[config.mk]
export PLATFORM = sky130hd
export DESIGN_NAME = humidity_temp_frame_decoder
export DESIGN_NICKNAME = d
export VERILOG_FILES = /design/src/rtl/core/htfd_pkg.sv /design/src/rtl/core/htfd_frame.sv /design/src/rtl/core/htfd_scale.sv /design/src/rtl/core/humidity_temp_frame_decoder.sv
export SDC_FILE = /design/constraint.sdc
export NUM_CORES = 1
export LEC_CHECK = 0
export BUFFER_PORTS_ARGS = -buffer_cell sky130_fd_sc_hd__buf_4
export CAP_MARGIN = 30
export CORE_MARGIN = 2
export CORE_UTILIZATION = 40
export DETAILED_ROUTE_END_ITERATION = 10
export GPL_ROUTABILITY_DRIVEN = 0
export GPL_TIMING_DRIVEN = 0
export HOLD_SLACK_MARGIN = 0.05
export SLEW_MARGIN = 20
export SYNTH_ARGS = -nofsm -noshare
export SYNTH_HDL_FRONTEND = slang
export SYNTH_HIERARCHICAL = 1
export SYNTH_SLANG_ARGS = --single-unit
export TNS_END_PERCENT = 100
[constraint.sdc]
create_clock -name clk -period 7.5 [get_ports clk]
set_input_delay 1.5 -clock clk [delete_from_list [all_inputs] [get_ports clk]]
set_output_delay 1.5 -clock clk [all_outputs]
set_load 0.02 [all_outputs]
[src/rtl/core/htfd_pkg.sv]
// ----------------------------------------------------------------------------
// htfd_pkg: shared types, constants and functions
// Frame layout, CRC-8 constants and scaling constants for the decoder.
// ----------------------------------------------------------------------------
`default_nettype none

package htfd_pkg;

    // CRC-8, polynomial x^8+x^5+x^4+1, MSB first, no final xor
    localparam logic [7:0] CRC_POLY = 8'h31;
    localparam logic [7:0] CRC_INIT = 8'hFF;

    // Frame positions
    localparam logic [2:0] STATUS_INDEX    = 3'd0;
    localparam logic [2:0] FIRST_DATA_INDEX = 3'd1;
    localparam logic [2:0] LAST_DATA_INDEX = 3'd5;

    // Status bits
    localparam int BUSY_BIT = 7;
    localparam int CAL_BIT  = 3;

    // Widths
    localparam int RAW_W   = 20;
    localparam int DATA_W  = 2 * RAW_W;
    localparam int HUM_W   = 14;
    localparam int TEMP_W  = 15;

    // Scaling: value * scale / 2^20
    localparam logic [HUM_W-1:0]  HUM_SCALE   = 14'd10000;
    localparam logic [TEMP_W-1:0] TEMP_SCALE  = 15'd20000;
    localparam logic [TEMP_W-1:0] TEMP_OFFSET = 15'd5000;

    // Completed frame handed from the frame tracker
    typedef struct packed {
        logic             emit;
        logic [RAW_W-1:0] hum_raw;
        logic [RAW_W-1:0] temp_meas;
        logic             crc_ok;
        logic [7:0]       status;
    } frame_result_t;

    // One byte of CRC-8, eight bit steps
    function automatic logic [7:0] crc8_update(input logic [7:0] crc, input logic [7:0] data);
        logic [7:0] c;
        c = crc ^ data;
        for (int k = 0; k < 8; k++)
        begin
            if (c[7])
            begin
                c = {c[6:0], 1'b0} ^ CRC_POLY;
            end
            else
            begin
                c = {c[6:0], 1'b0};
            end
        end
        return c;
    endfunction

endpackage

`default_nettype wire

[src/rtl/core/htfd_frame.sv]
// ----------------------------------------------------------------------------
// htfd_frame: frame tracker
// Keeps the byte position, running CRC, status byte and data shift register,
// and presents the completed frame when the CRC byte arrives.
// ----------------------------------------------------------------------------
`default_nettype none

module htfd_frame
    import htfd_pkg::*;
(
    input  wire logic          clk,
    input  wire logic          rst_n,
    input  wire logic          step,
    input  wire logic [7:0]    rx_byte,
    input  wire logic          frame_start,
    output frame_result_t      result
);

    logic [2:0]        byte_index_reg, byte_index_next;
    logic [7:0]        crc_reg, crc_next;
    logic [7:0]        status_reg, status_next;
    logic [DATA_W-1:0] data_reg, data_next;
    logic [2:0]        pos;

    // Position of this word; frame_start forces the status slot
    assign pos = frame_start ? STATUS_INDEX : byte_index_reg;

    // Next state and frame result
    always_comb
    begin
        byte_index_next = byte_index_reg;
        crc_next        = crc_reg;
        status_next     = status_reg;
        data_next       = data_reg;

        result.emit      = 1'b0;
        result.hum_raw   = data_reg[DATA_W-1:RAW_W];
        result.temp_meas = data_reg[RAW_W-1:0];
        result.crc_ok    = (crc_reg == rx_byte);
        result.status    = status_reg;

        if (pos == STATUS_INDEX)
        begin
            status_next     = rx_byte;
            data_next       = '0;
            crc_next        = crc8_update(CRC_INIT, rx_byte);
            byte_index_next = FIRST_DATA_INDEX;
        end
        else if (pos <= LAST_DATA_INDEX)
        begin
            data_next       = {data_reg[DATA_W-9:0], rx_byte};
            crc_next        = crc8_update(crc_reg, rx_byte);
            byte_index_next = pos + 3'd1;
        end
        else
        begin
            // CRC byte (an index of 7 is treated the same)
            result.emit     = 1'b1;
            byte_index_next = STATUS_INDEX;
            crc_next        = CRC_INIT;
        end
    end

    // Control state
    always_ff @(posedge clk or negedge rst_n)
    begin
        if (!rst_n)
        begin
            byte_index_reg <= STATUS_INDEX;
            crc_reg        <= CRC_INIT;
            status_reg     <= '0;
            data_reg       <= '0;
        end
        else if (step)
        begin
            byte_index_reg <= byte_index_next;
            crc_reg        <= crc_next;
            status_reg     <= status_next;
            data_reg       <= data_next;
        end
    end

endmodule

`default_nettype wire

[src/rtl/core/htfd_scale.sv]
// ----------------------------------------------------------------------------
// htfd_scale: reading scaler
// Converts raw 20-bit readings to hundredths of a percent and of a degree.
// ----------------------------------------------------------------------------
`default_nettype none

module htfd_scale
    import htfd_pkg::*;
(
    input  wire logic [RAW_W-1:0]         hum_raw,
    input  wire logic [RAW_W-1:0]         temp_meas,
    output logic      [HUM_W-1:0]         hum_centi,
    output logic signed [TEMP_W-1:0]      temp_centi
);

    logic [RAW_W+HUM_W-1:0]  hum_prod;
    logic [RAW_W+TEMP_W-1:0] temp_prod;
    logic [TEMP_W-1:0]       temp_unsigned;

    // One constant multiply per reading, then drop 20 fraction bits
    assign hum_prod      = {{HUM_W{1'b0}}, hum_raw} * {{RAW_W{1'b0}}, HUM_SCALE};
    assign temp_prod     = {{TEMP_W{1'b0}}, temp_meas} * {{RAW_W{1'b0}}, TEMP_SCALE};
    assign hum_centi     = hum_prod[RAW_W+HUM_W-1:RAW_W];
    assign temp_unsigned = temp_prod[RAW_W+TEMP_W-1:RAW_W];

    // Offset; range -5000..14999 fits 15-bit two's complement
    assign temp_centi = $signed(temp_unsigned - TEMP_OFFSET);

endmodule

`default_nettype wire

[src/rtl/core/humidity_temp_frame_decoder.sv]
// ----------------------------------------------------------------------------
// humidity_temp_frame_decoder: sensor measurement frame decoder
// Checks CRC-8 and decodes raw and scaled humidity/temperature per frame.
// ----------------------------------------------------------------------------
// Takes one frame byte per cycle, unless the input side stalls, and emits one
// result word on the seventh byte of each frame (status, five data bytes, CRC).
// A result is registered after its CRC byte is accepted: the byte lands in the
// input register when accepted, and the frame tracker, CRC and constant-multiply
// scaling load the result register from it once the output can take a result.
// The input side keeps accepting while a result waits to be taken; it stalls
// only when a CRC byte is held behind a stalled result.
// A frame_start byte always restarts the frame and drops any partial one.
`default_nettype none

module humidity_temp_frame_decoder
    import htfd_pkg::*;
(
    input  wire logic               clk,
    input  wire logic               rst_n,
    input  wire logic               in_valid,
    output logic                    in_stall,
    input  wire logic [7:0]         rx_byte,
    input  wire logic               frame_start,
    output logic                    out_valid,
    input  wire logic               out_stall,
    output logic [RAW_W-1:0]        humidity_raw,
    output logic [RAW_W-1:0]        temperature_raw,
    output logic [HUM_W-1:0]        humidity_centi,
    output logic signed [TEMP_W-1:0] temperature_centi,
    output logic                    crc_ok,
    output logic                    busy_flag,
    output logic                    calibrated_flag,
    output logic [7:0]              status_byte
);

    logic               s1_valid_reg, s1_valid_next;
    logic [7:0]         s1_byte_reg;
    logic               s1_start_reg;
    logic               out_valid_reg, out_valid_next;
    logic               out_ready;
    logic               s1_move;
    logic               in_accept;
    frame_result_t      frame_res;
    logic [HUM_W-1:0]   hum_centi;
    logic signed [TEMP_W-1:0] temp_centi;

    logic [RAW_W-1:0]   hum_raw_reg;
    logic [RAW_W-1:0]   temp_meas_reg;
    logic [HUM_W-1:0]   hum_centi_reg;
    logic [TEMP_W-1:0]  temp_centi_reg;
    logic               crc_ok_reg;
    logic [7:0]         status_reg;

    // Handshake
    assign out_ready = !out_valid_reg || !out_stall;
    assign s1_move   = s1_valid_reg && (!frame_res.emit || out_ready);
    assign in_stall  = s1_valid_reg && !s1_move;
    assign in_accept = in_valid && !in_stall;

    assign s1_valid_next  = in_accept ? 1'b1 : (s1_move ? 1'b0 : s1_valid_reg);
    assign out_valid_next = out_ready ? (s1_move && frame_res.emit) : out_valid_reg;

    // Frame tracker
    htfd_frame u_frame
    (
        .clk         (clk),
        .rst_n       (rst_n),
        .step        (s1_move),
        .rx_byte     (s1_byte_reg),
        .frame_start (s1_start_reg),
        .result      (frame_res)
    );

    // Scaling
    htfd_scale u_scale
    (
        .hum_raw    (frame_res.hum_raw),
        .temp_meas  (frame_res.temp_meas),
        .hum_centi  (hum_centi),
        .temp_centi (temp_centi)
    );

    // Control registers
    always_ff @(posedge clk or negedge rst_n)
    begin
        if (!rst_n)
        begin
            s1_valid_reg  <= 1'b0;
            out_valid_reg <= 1'b0;
        end
        else
        begin
            s1_valid_reg  <= s1_valid_next;
            out_valid_reg <= out_valid_next;
        end
    end

    // Input word register
    always_ff @(posedge clk)
    begin
        if (in_accept)
        begin
            s1_byte_reg  <= rx_byte;
            s1_start_reg <= frame_start;
        end
    end

    // Result register
    always_ff @(posedge clk)
    begin
        if (out_ready && s1_move && frame_res.emit)
        begin
            hum_raw_reg    <= frame_res.hum_raw;
            temp_meas_reg  <= frame_res.temp_meas;
            hum_centi_reg  <= hum_centi;
            temp_centi_reg <= temp_centi;
            crc_ok_reg     <= frame_res.crc_ok;
            status_reg     <= frame_res.status;
        end
    end

    assign out_valid         = out_valid_reg;
    assign humidity_raw      = hum_raw_reg;
    assign temperature_raw   = temp_meas_reg;
    assign humidity_centi    = hum_centi_reg;
    assign temperature_centi = $signed(temp_centi_reg);
    assign crc_ok            = crc_ok_reg;
    assign busy_flag         = status_reg[BUSY_BIT];
    assign calibrated_flag   = status_reg[CAL_BIT];
    assign status_byte       = status_reg;

    // Checks
    a_result_from_word: assert property (@(posedge clk) disable iff (!rst_n)
        $rose(out_valid_reg) |-> $past(s1_valid_reg))
        else $error("result appeared without a word in the input register");

    a_stall_needs_word: assert property (@(posedge clk) disable iff (!rst_n)
        in_stall |-> (s1_valid_reg && frame_res.emit && out_valid_reg && out_stall))
        else $error("input stalled without a blocked CRC word");

    a_hum_range: assert property (@(posedge clk) disable iff (!rst_n)
        out_valid_reg |-> (hum_centi_reg <= 14'd9999))
        else $error("humidity out of range");

    a_temp_range: assert property (@(posedge clk) disable iff (!rst_n)
        out_valid_reg |-> ($signed(temp_centi_reg) >= -15'sd5000))
        else $error("temperature below range");

endmodule

`default_nettype wire
Word-level counts from Yosys, hierarchy flattened
Cells that the tools add are included.

operators by class
  shift operators = 0
  mux-type cells = 48
  reduce and logical (&&, ||, !) cells = 18
  eq/ne operators = 1
  add/subtract/negate cells = 2
  magnitude comparators = 1
  divide/modulo/power cells = 0
  $mul = 2
  bitwise logic cells = 18

operator list
  operator                                                                number
  8-bit 2-to-1 mux                                                        23
  6-bit 2-to-1 mux                                                        16
  40-bit 2-to-1 mux                                                       2
  20-bit by 10-bit multiplier with 30-bit output (second input constant)  2
  3-bit NOT                                                               16
  15-bit by 13-bit subtractor with 15-bit output (second input constant)  1
  3-bit 2-to-1 mux                                                        3
  8-bit equality test                                                     1
  8-bit NOT                                                               1
  8-bit bitwise XOR                                                       1
  1-bit logical AND                                                       6
  1-bit zero test                                                         5
  1-bit 2-to-1 mux                                                        4
  2-bit AND reduction                                                     2
  2-bit nonzero test                                                      2
  3-bit by 1-bit adder with 3-bit output (second input constant)          1
  3-bit <= comparator (second input constant)                             1
  3-bit zero test                                                         1
  1-bit logical OR                                                        2

storage, ports and cells
  flip-flop bits (word level) = 148
  bits in latches = 0
  input port bits = 13
  bits in read-only memories = 0
  memory bits (writable) = 0
  memories = 0

Depth between registers and ports, before layout
Gate-level depths: netlist of the first run.

  depth after elaboration = 33
  gate-level depth with buffers = 22
  depth with buffers taken out = 22

Cells and area by module
Netlist of the first run, hierarchy kept.

by module, submodules not included
  module                       instances  cells an instance  area each (um^2)
  htfd_scale                   1          679                6113.4
  htfd_frame                   1          314                2991.6
  humidity_temp_frame_decoder  1          101                2732.6

Least setup slack after synthesis of the first run
OpenSTA, ideal clock, no wires.

  kind = input to register
  from = input port out_stall
  to = register crc_ok_reg (netlist: crc_ok) (enable)
  data arrival time = 5298 ps
  path slack = 1661 ps
  buffers on the path = 0
  stages = 1
  library setup time = 540 ps
  cell sequence = a21oi_1

between the ends
  word-level cells in the longest chain between the ends = 6

ends and longest elaborated chain
  what                              RTL line                            source
  start, declared                   humidity_temp_frame_decoder.sv:25   input wire logic out_stall,
  1-bit zero test *                 humidity_temp_frame_decoder.sv:55   assign out_ready = !out_valid_reg || !out_stall;
  1-bit logical OR *                humidity_temp_frame_decoder.sv:55
  1-bit logical OR                  humidity_temp_frame_decoder.sv:56   assign s1_move = s1_valid_reg && (!frame_res.emit || out_ready);
  1-bit logical AND                 humidity_temp_frame_decoder.sv:56
  1-bit logical AND * (2 in a row)  humidity_temp_frame_decoder.sv:111  if (out_ready && s1_move && frame_res.emit)
  end signal, assigned              humidity_temp_frame_decoder.sv:117  crc_ok_reg <= frame_res.crc_ok;
  end, declared                     humidity_temp_frame_decoder.sv:51   logic crc_ok_reg;

Mark *: on every way between the ends. The rest lies on a longest branch, timed or not.
A chain may end at the register's enable or synchronous reset.

Final worst setup path of the first run
  from = register u_frame.data_reg[14]
  to = register temp_centi_reg[14] (netlist: temperature_centi[14]) (data pin)

between the ends
  word-level cells in the longest chain between the ends = 2

ends and longest elaborated chain
  what                                            RTL line                            source
  start, declared                                 htfd_frame.sv:22                    logic [DATA_W-1:0] data_reg, data_next;
  start signal, assigned                          htfd_frame.sv:79                    data_reg <= data_next;
  20-bit by 10-bit multiplier with 30-bit output  htfd_scale.sv:22                    assign temp_prod = {{TEMP_W{1'b0}}, temp_meas} * {{RAW_W{1'b0}}, TEMP_SCALE};
  15-bit by 13-bit subtractor with 15-bit output  htfd_scale.sv:27                    assign temp_centi = $signed(temp_unsigned - TEMP_OFFSET);
  via temp_centi[14]                              humidity_temp_frame_decoder.sv:45   logic signed [TEMP_W-1:0] temp_centi;
  end signal, assigned                            humidity_temp_frame_decoder.sv:116  temp_centi_reg <= temp_centi;
  end, declared                                   humidity_temp_frame_decoder.sv:50   logic [TEMP_W-1:0] temp_centi_reg;

The timed path passes the listed nets, and every way through them passes these cells.

==> flow_metrics.env, run 1 <==
export IMPL_final_layout_size_suffix_gt1_frac=0.1495
export IMPL_fin_skew_ps=8.387
export IMPL_largest_reg_flops=40
export IMPL_clk_pin_slew_worst_paths_ps=60
export IMPL_antenna_found_initial=0
export IMPL_critPathMostFrequentCell="inv_1"
export IMPL_synth_distinct_cells=78
export IMPL_synth_top_cell_by_area="edfxtp_1"
export IMPL_post_cts_setup_buffers=0
export IMPL_fin_nets=1479
export IMPL_critPathLaunchType="flop"
export IMPL_via_count=7903
export IMPL_slew_headroom=0.4677
export IMPL_setup_ws_ps=1591
export IMPL_power_switching_mw=1.364
export IMPL_cts_buffers=17
export IMPL_arrival_ps=6070
export IMPL_worst_path_largest_cell_delay_ps=630
export IMPL_dr_pass1_iters=4
export IMPL_pre_cts_slack_ps=1624
export IMPL_intPower_mw=2.169
export IMPL_dp_cells=1576
export IMPL_grt_pass1_wl_um=38650
export IMPL_final_hold_violation_count=0
export IMPL_wl_per_cell_um=14.58
export IMPL_drt_iter0_drc=418
export IMPL_required_ps=7660
export IMPL_synth_warnings=6
export IMPL_setup_viol=0
export IMPL_final_cell_count_no_fill=1608
export IMPL_max_cap_violations=0
export IMPL_cp_end_kind="flop"
export IMPL_fmax_mhz=169.2
export IMPL_synth_top_area_frac=0.2207
export IMPL_vias_per_cell=4.915
export IMPL_htreeDepth=4
export IMPL_cts_tree="yes"
export IMPL_start_util=0.4091
export IMPL_design_power_total_mw=3.533
export IMPL_cts_sinks=148
export IMPL_grtUsageTotal=0.1584
export IMPL_p_leak_nw=6.849
export IMPL_synth_edf_count=87
export IMPL_overflow=0
export IMPL_clkLatencyLatePin_ps=420
export IMPL_route_antenna_remaining_nets=0
export IMPL_crit_path_cell_trace="inv_1 > fa_1 > inv_1 > ha_1 > fa_1 > ha_1 > inv_1 > fa_1 > inv_1 > ha_1 > buf_2 > a21oi_1 > o21ai_1 > a31oi_1 > a31oi_1 > xnor2_1 > nand4_2 > or2_1 > a41oi_1 > a31oi_1 > xor2_1"
export IMPL_die_area_sq_um=30990
export IMPL_syn_nets=1362
export IMPL_portBuffers=94
export IMPL_io_pins=95
export IMPL_status="completed"
export IMPL_netlist_instances=1094
export IMPL_synth_area_leaders="edfxtp_1, ha_1, fa_1, dfrtp_1, inv_1"
export IMPL_syn_avg_cell_area_sq_um=10.82
export IMPL_syn_cell_area_sq_um=11840
export IMPL_yosysSeqAreaShare=0.3505
export IMPL_p_per_area_nw_per_um2=258.3
export IMPL_period_share=0.7878
export IMPL_cts_resized=0
export IMPL_combPwrFrac=0.465
export IMPL_fin_tns_setup_ps=0
export IMPL_tightest_slew_ps=798.4
export IMPL_drv_slew=0
export IMPL_die_y_um=176.0
export IMPL_ys_flop_type="edfxtp_1"
export IMPL_synth_async_reset_ratio=0.4122
export IMPL_ir_worst_vdd_v=0.0001542
export IMPL_n_antenna_cell=0
export IMPL_clk_path_buf_depth=2
export IMPL_swShare=0.3860
export IMPL_critPathBufInv=5
export IMPL_grt_max_degree=62
export IMPL_critPathSlowestCell="dfrtp_1"
export IMPL_coreArea_sq_um=28940
export IMPL_grt_pass1_vias=7536
export IMPL_seq_power_share=0.310
export IMPL_holdBufCountCts=0
export IMPL_totalWireLength_um=23450
export IMPL_hold_ws_ps=444.9
export IMPL_syn_to_final_growth_pct=15.55
export IMPL_worstSetupPathType="flop to flop"
export IMPL_dp_hpwl_um=18240
export IMPL_pwr_share_clk=0.224
export IMPL_hold_path_class="flop to flop"
export IMPL_remaining_drc_errors=0
export IMPL_synth_seq_cells=148
export IMPL_post_route_min_period_ps=5909
export IMPL_cts_root_buf="clkbuf_16"
export IMPL_rows=62
export IMPL_path_max_fanout=10
export IMPL_rsz0062_at_grt="no"
export IMPL_die_w_um=176.0
export IMPL_crit_family="adder cells"
==> synthesized netlist by cell type, types with 5 or more instances <==
| cell type | instances |
|---|---|
| o22ai_1 | 6 |
| nand2b_1 | 7 |
| and3_1 | 5 |
| nor2_1 | 35 |
| nor3_1 | 11 |
| dfrtp_1 | 53 |
| mux2_2 | 9 |
| nand3_1 | 15 |
| fa_1 | 92 |
| o21a_1 | 11 |
| o21ai_0 | 59 |
| inv_1 | 195 |
| a21oi_1 | 25 |
| xor2_1 | 17 |
| a21o_1 | 8 |
| edfxtp_1 | 87 |
| a31oi_1 | 12 |
| nor4_1 | 5 |
| xnor2_1 | 32 |
| clkbuf_1 | 15 |
| dfstp_2 | 8 |
| nand4_1 | 5 |
| nand2_1 | 117 |
| buf_2 | 8 |
| ha_1 | 163 |
| o21ai_1 | 5 |
| buf_1 | 7 |
==> final timing paths <==
kind                                        from                    end  slack [ps]  cells past startpoint
hold reg to reg            u_frame/status_reg[4]         status_byte[4]         440                      0
setup reg to reg            u_frame/data_reg[14]  temperature_centi[14]        1590                     21
setup / recovery            u_frame/data_reg[14]  temperature_centi[14]        1590                     21
hold / removal             u_frame/status_reg[4]         status_byte[4]         440                      0
min in group asynchronous                  rst_n  u_frame/status_reg[6]        1150                      1
max in group asynchronous                  rst_n    u_frame/data_reg[0]        5810                      1
==> cell usage in the layout, fill, tap and decap left out, types with 5 or more instances in the layout <==
| cell type | instances |
|---|---|
| inv_1 | 195 |
| ha_1 | 163 |
| nand2_1 | 117 |
| buf_4 | 96 |
| fa_1 | 92 |
| edfxtp_1 | 87 |
| o21ai_0 | 59 |
| dfrtp_1 | 53 |
| nor2_1 | 35 |
| xnor2_1 | 32 |
| a21oi_1 | 24 |
| clkbuf_1 | 20 |
| clkbuf_16 | 18 |
| xor2_1 | 17 |
| nand3_1 | 15 |
| a31oi_1 | 12 |
| nor3_1 | 11 |
| o21a_1 | 11 |
| mux2_2 | 9 |
| buf_2 | 8 |
| a21o_1 | 8 |
| dfstp_2 | 8 |
| nand2b_1 | 7 |
| buf_1 | 7 |
| o22ai_1 | 6 |
| nand4_1 | 5 |
| nor4_1 | 5 |
| and3_1 | 5 |
| o21ai_1 | 5 |
==> final cells by class <==
class	count	area, sq um
Fill cell	2676	15260
Multi-Input combinational cell	717	6812
Sequential cell	148	4149
Timing Repair Buffer	98	803.3
Inverter	195	732.0
Clock buffer	25	496.7
Tap cell	384	480.5
Buffer	34	156.4
Clock inverter	7	48.80
==> power groups by stage <==
stage,combinational [mW],sequential [mW],clock (mW)
after floorplan,1.33,1.08,0
after global placement,1.62,1.12,0
after detailed placement,1.64,1.11,0
after CTS,1.66,1.10,0.815
after global routing,1.90,1.11,0.845
final,1.64,1.10,0.792
==> worst reg2reg max path: cells and delay by family, from the launching register on <==
| kind | cells | cell delay, ps |
|---|---|---|
| fa+ha+maj | 6 | 2350 |
| compound gates | 6 | 1200 |
| simple gates | 2 | 520 |
| flops | 1 | 630 |
| xor+xnor | 2 | 490 |
| buf+inv | 5 | 470 |
==> per-stage QoR <==
| stage | cell area (sq um) | util |
|---|---|---|
| final | 13680 | 0.4727 |
| after global routing | 13680 | 0.4727 |
| after CTS | 13680 | 0.4727 |
| after detailed placement | 13130 | 0.4539 |
| after global placement | 13020 | 0.4501 |
| after floorplan | 11840 | - |
==> kinds of logic after synthesis <==
group | after synthesis | share of synthesized area
fa+ha+maj | 255 | 0.3279
flops | 148 | 0.3505
simple gates | 222 | 0.08625
xor+xnor | 55 | 0.04852
mux | 14 | 0.01300
compound gates | 171 | 0.09883
buf+inv | 229 | 0.07504
==> layer usage <==
layer  GRT usage  wire, um  up-vias
met1      0.2192     11050     3836
met3     0.02261       779       16
met4     0.04304       273        0
met5           0         0        -
met2      0.2609     11340      136
li1            -         -     3915
Note: power is estimated with default switching activity, not from simulation.
==> run 2: changes to the inputs <==
- ABC_AREA: unset -> 1
- clock period: 7.5 -> 6.2 ns (I/O delays scaled with it)
==> flow_metrics.env, run 2 <==
export IMPL_route_antenna_remaining_nets=0
export IMPL_r2r_cells=23
export IMPL_clk_pin_slew_worst_paths_ps=80
export IMPL_ir_worst_vdd_v=0.0001905
export IMPL_fin_skew_ps=11.12
export IMPL_min_to="status_byte[0]"
export IMPL_p_per_area_nw_per_um2=248.8
export IMPL_via_count=9074
export IMPL_cts_root_buf="clkbuf_16"
export IMPL_wl_per_cell_um=13.91
export IMPL_holdBufCountCts=0
export IMPL_synth_top_area_frac=0.2075
export IMPL_nFillCells=2931
export IMPL_layout_common_cells="inv_1, nand2_1, ha_1"
export IMPL_r2r_end="temperature_centi[13]"
export IMPL_cts_tree="yes"
export IMPL_n_antenna_cell=0
export IMPL_drv_slew=0
export IMPL_synth_top_cell_by_area="edfxtp_1"
export IMPL_io_pins=95
export IMPL_r2r_start="u_frame/data_reg[9]"
export IMPL_synth_area_leaders="edfxtp_1, ha_1, fa_1, dfrtp_1, inv_1"
export IMPL_synth_most_common_cell="inv_1"
export IMPL_cts_buffers=17
export IMPL_htreeDepth=4
export IMPL_grt_pass1_vias=9073
export IMPL_synth_async_reset_ratio=0.4122
export IMPL_post_cts_setup_buffers=0
export IMPL_grtUsageTotal=0.1723
export IMPL_fmax_mhz=197.9
export IMPL_syn_nets=1661
export IMPL_slew_headroom=0.4293
export IMPL_crit_start="u_frame/data_reg[9]"
export IMPL_die_area_sq_um=32910
export IMPL_required_ps=6390
export IMPL_largest_reg_flops=40
export IMPL_period_share=0.8149
export IMPL_coreArea_sq_um=30830
export IMPL_critPathLaunchType="flop"
export IMPL_worstSetupPathType="flop to flop"
export IMPL_dr_pass1_iters=4
export IMPL_rsz0062_at_grt="no"
export IMPL_syn_to_final_growth_pct=14.41
export IMPL_holdPathStages=0
export IMPL_yosysSeqAreaShare=0.3296
export IMPL_max_cap_violations=0
export IMPL_rows=64
export IMPL_vias_per_cell=4.736
export IMPL_synth_distinct_cells=47
export IMPL_final_hold_violation_count=0
export IMPL_fin_tns_setup_ps=0
export IMPL_hold_ws_ps=450.5
export IMPL_syn_avg_cell_area_sq_um=9.037
export IMPL_fin_nets=1775
export IMPL_synth_warnings=6
export IMPL_reg2reg_setup_slack_ps=1150
export IMPL_start_util=0.4083
export IMPL_dp_hpwl_um=21280
export IMPL_hold_path_class="flop to flop"
export IMPL_status="completed"
export IMPL_path_max_fanout=4
export IMPL_cp_end_kind="flop"
export IMPL_die_w_um=181.4
export IMPL_grt_max_degree=62
export IMPL_synth_seq_cells=148
export IMPL_tightest_slew_ps=853.0
export IMPL_synth_edf_count=87
export IMPL_ys_flop_type="edfxtp_1"
export IMPL_drt_iter0_drc=539
export IMPL_cts_sinks=148
export IMPL_portBuffers=94
export IMPL_clk_path_buf_depth=2
export IMPL_arrival_ps=5240
export IMPL_p_leak_nw=7.701
export IMPL_final_layout_size_suffix_gt1_frac=0.1434
export IMPL_holdCritStartpoint="u_frame/status_reg[0]"
export IMPL_remaining_drc_errors=0
export IMPL_totalWireLength_um=26650
export IMPL_die_y_um=181.4
export IMPL_overflow=0
export IMPL_setup_viol=0
export IMPL_antenna_found_initial=0
export IMPL_clkLatencyLatePin_ps=440
export IMPL_post_route_min_period_ps=5052
export IMPL_netlist_instances=1393
export IMPL_cts_resized=0
export IMPL_mostFrequentLayoutCell="inv_1"
export IMPL_grt_pass1_wl_um=45350
export IMPL_netlist_top_cells_count="inv_1, nand2_1, ha_1"
export IMPL_syn_cell_area_sq_um=12590
==> run 2: where the power goes <==
part | internal [mW] | leakage (nW) | switching (mW) | total [mW]
Clock | 0.539 | 0.290 | 0.482 | 1.02
Sequential | 1.15 | 1.60 | 0.0862 | 1.23
Combinational | 0.494 | 5.82 | 0.835 | 1.33
Total | 2.18 | 7.70 | 1.40 | 3.58
==> run 2: worst max-delay path, stage by stage, from the launching register on <==
cell	delay [ps]
dfrtp_1	490
inv_1	210
fa_1	560
inv_1	40
ha_1	290
fa_1	490
ha_1	290
inv_1	50
fa_1	500
inv_1	40
ha_1	370
nand2_1	90
nand2_1	70
a21oi_1	180
nand2_1	100
inv_1	70
nand2_2	60
xnor2_2	230
ha_1	240
nand3_2	140
nand2_2	100
nand2_2	60
nand3_1	60
nand2_1	60
==> run 2: area by class of cell <==
cell class                      instances  area [sq um]  area share
Clock inverter                         15         157.7     0.01095
Multi-Input combinational cell        893          7089      0.4922
Buffer                                 13         77.57    0.005386
Timing Repair Buffer                   95         733.2     0.05091
Inverter                              339          1275     0.08852
Clock buffer                           17         425.4     0.02954
Tap cell                              396         495.5     0.03440
Sequential cell                       148          4149      0.2881
==> run 2: per-layer routing <==
| layer | part of all wire | up-vias | track usage |
|---|---|---|---|
| li1 | - | 4644 | - |
| met5 | 0 | - | 0 |
| met3 | 0.033 | 13 | 0.02507 |
| met1 | 0.51 | 4270 | 0.2433 |
| met2 | 0.45 | 147 | 0.2794 |
| met4 | 0.011 | 0 | 0.04390 |
==> run 2: per-stage QoR <==
stage               power (mW)  std cells  cell area [sq um]  utilization  worst slack [ps]
CTS                      3.634       1916              14400       0.4672              1083
detailed placement       2.591       1884              13820       0.4483              1091
global route             3.902       1916              14400       0.4672             791.0
finish                   3.583       1916              14400       0.4672              1148
floorplan                2.279       1393              12590            -              1706
global placement         2.562       1883              13790       0.4473              1156
==> run 2: kinds of logic (layout without fill, tap and decap cells) <==
family | after synthesis | in the layout | synth area share
xor gates and xnor gates | 44 | 44 | 0.03479
DFF | 148 | 148 | 0.3296
buffers and inverters | 352 | 479 | 0.1072
and+or+nand+nor | 455 | 455 | 0.1583
adders and majority gates | 255 | 255 | 0.3083
AOI/OAI and AO/OA | 139 | 139 | 0.06172
==> run 2: how the worst max path moves through the flow <==
stage,endpoint,cells past startpoint,slack [ps]
floorplan,temperature_centi[13],25,1710
global placement,temperature_centi[13],23,1160
detailed placement,temperature_centi[13],23,1090
CTS,temperature_centi[13],23,1080
global route,temperature_centi[13],23,790
finish,temperature_centi[13],23,1150
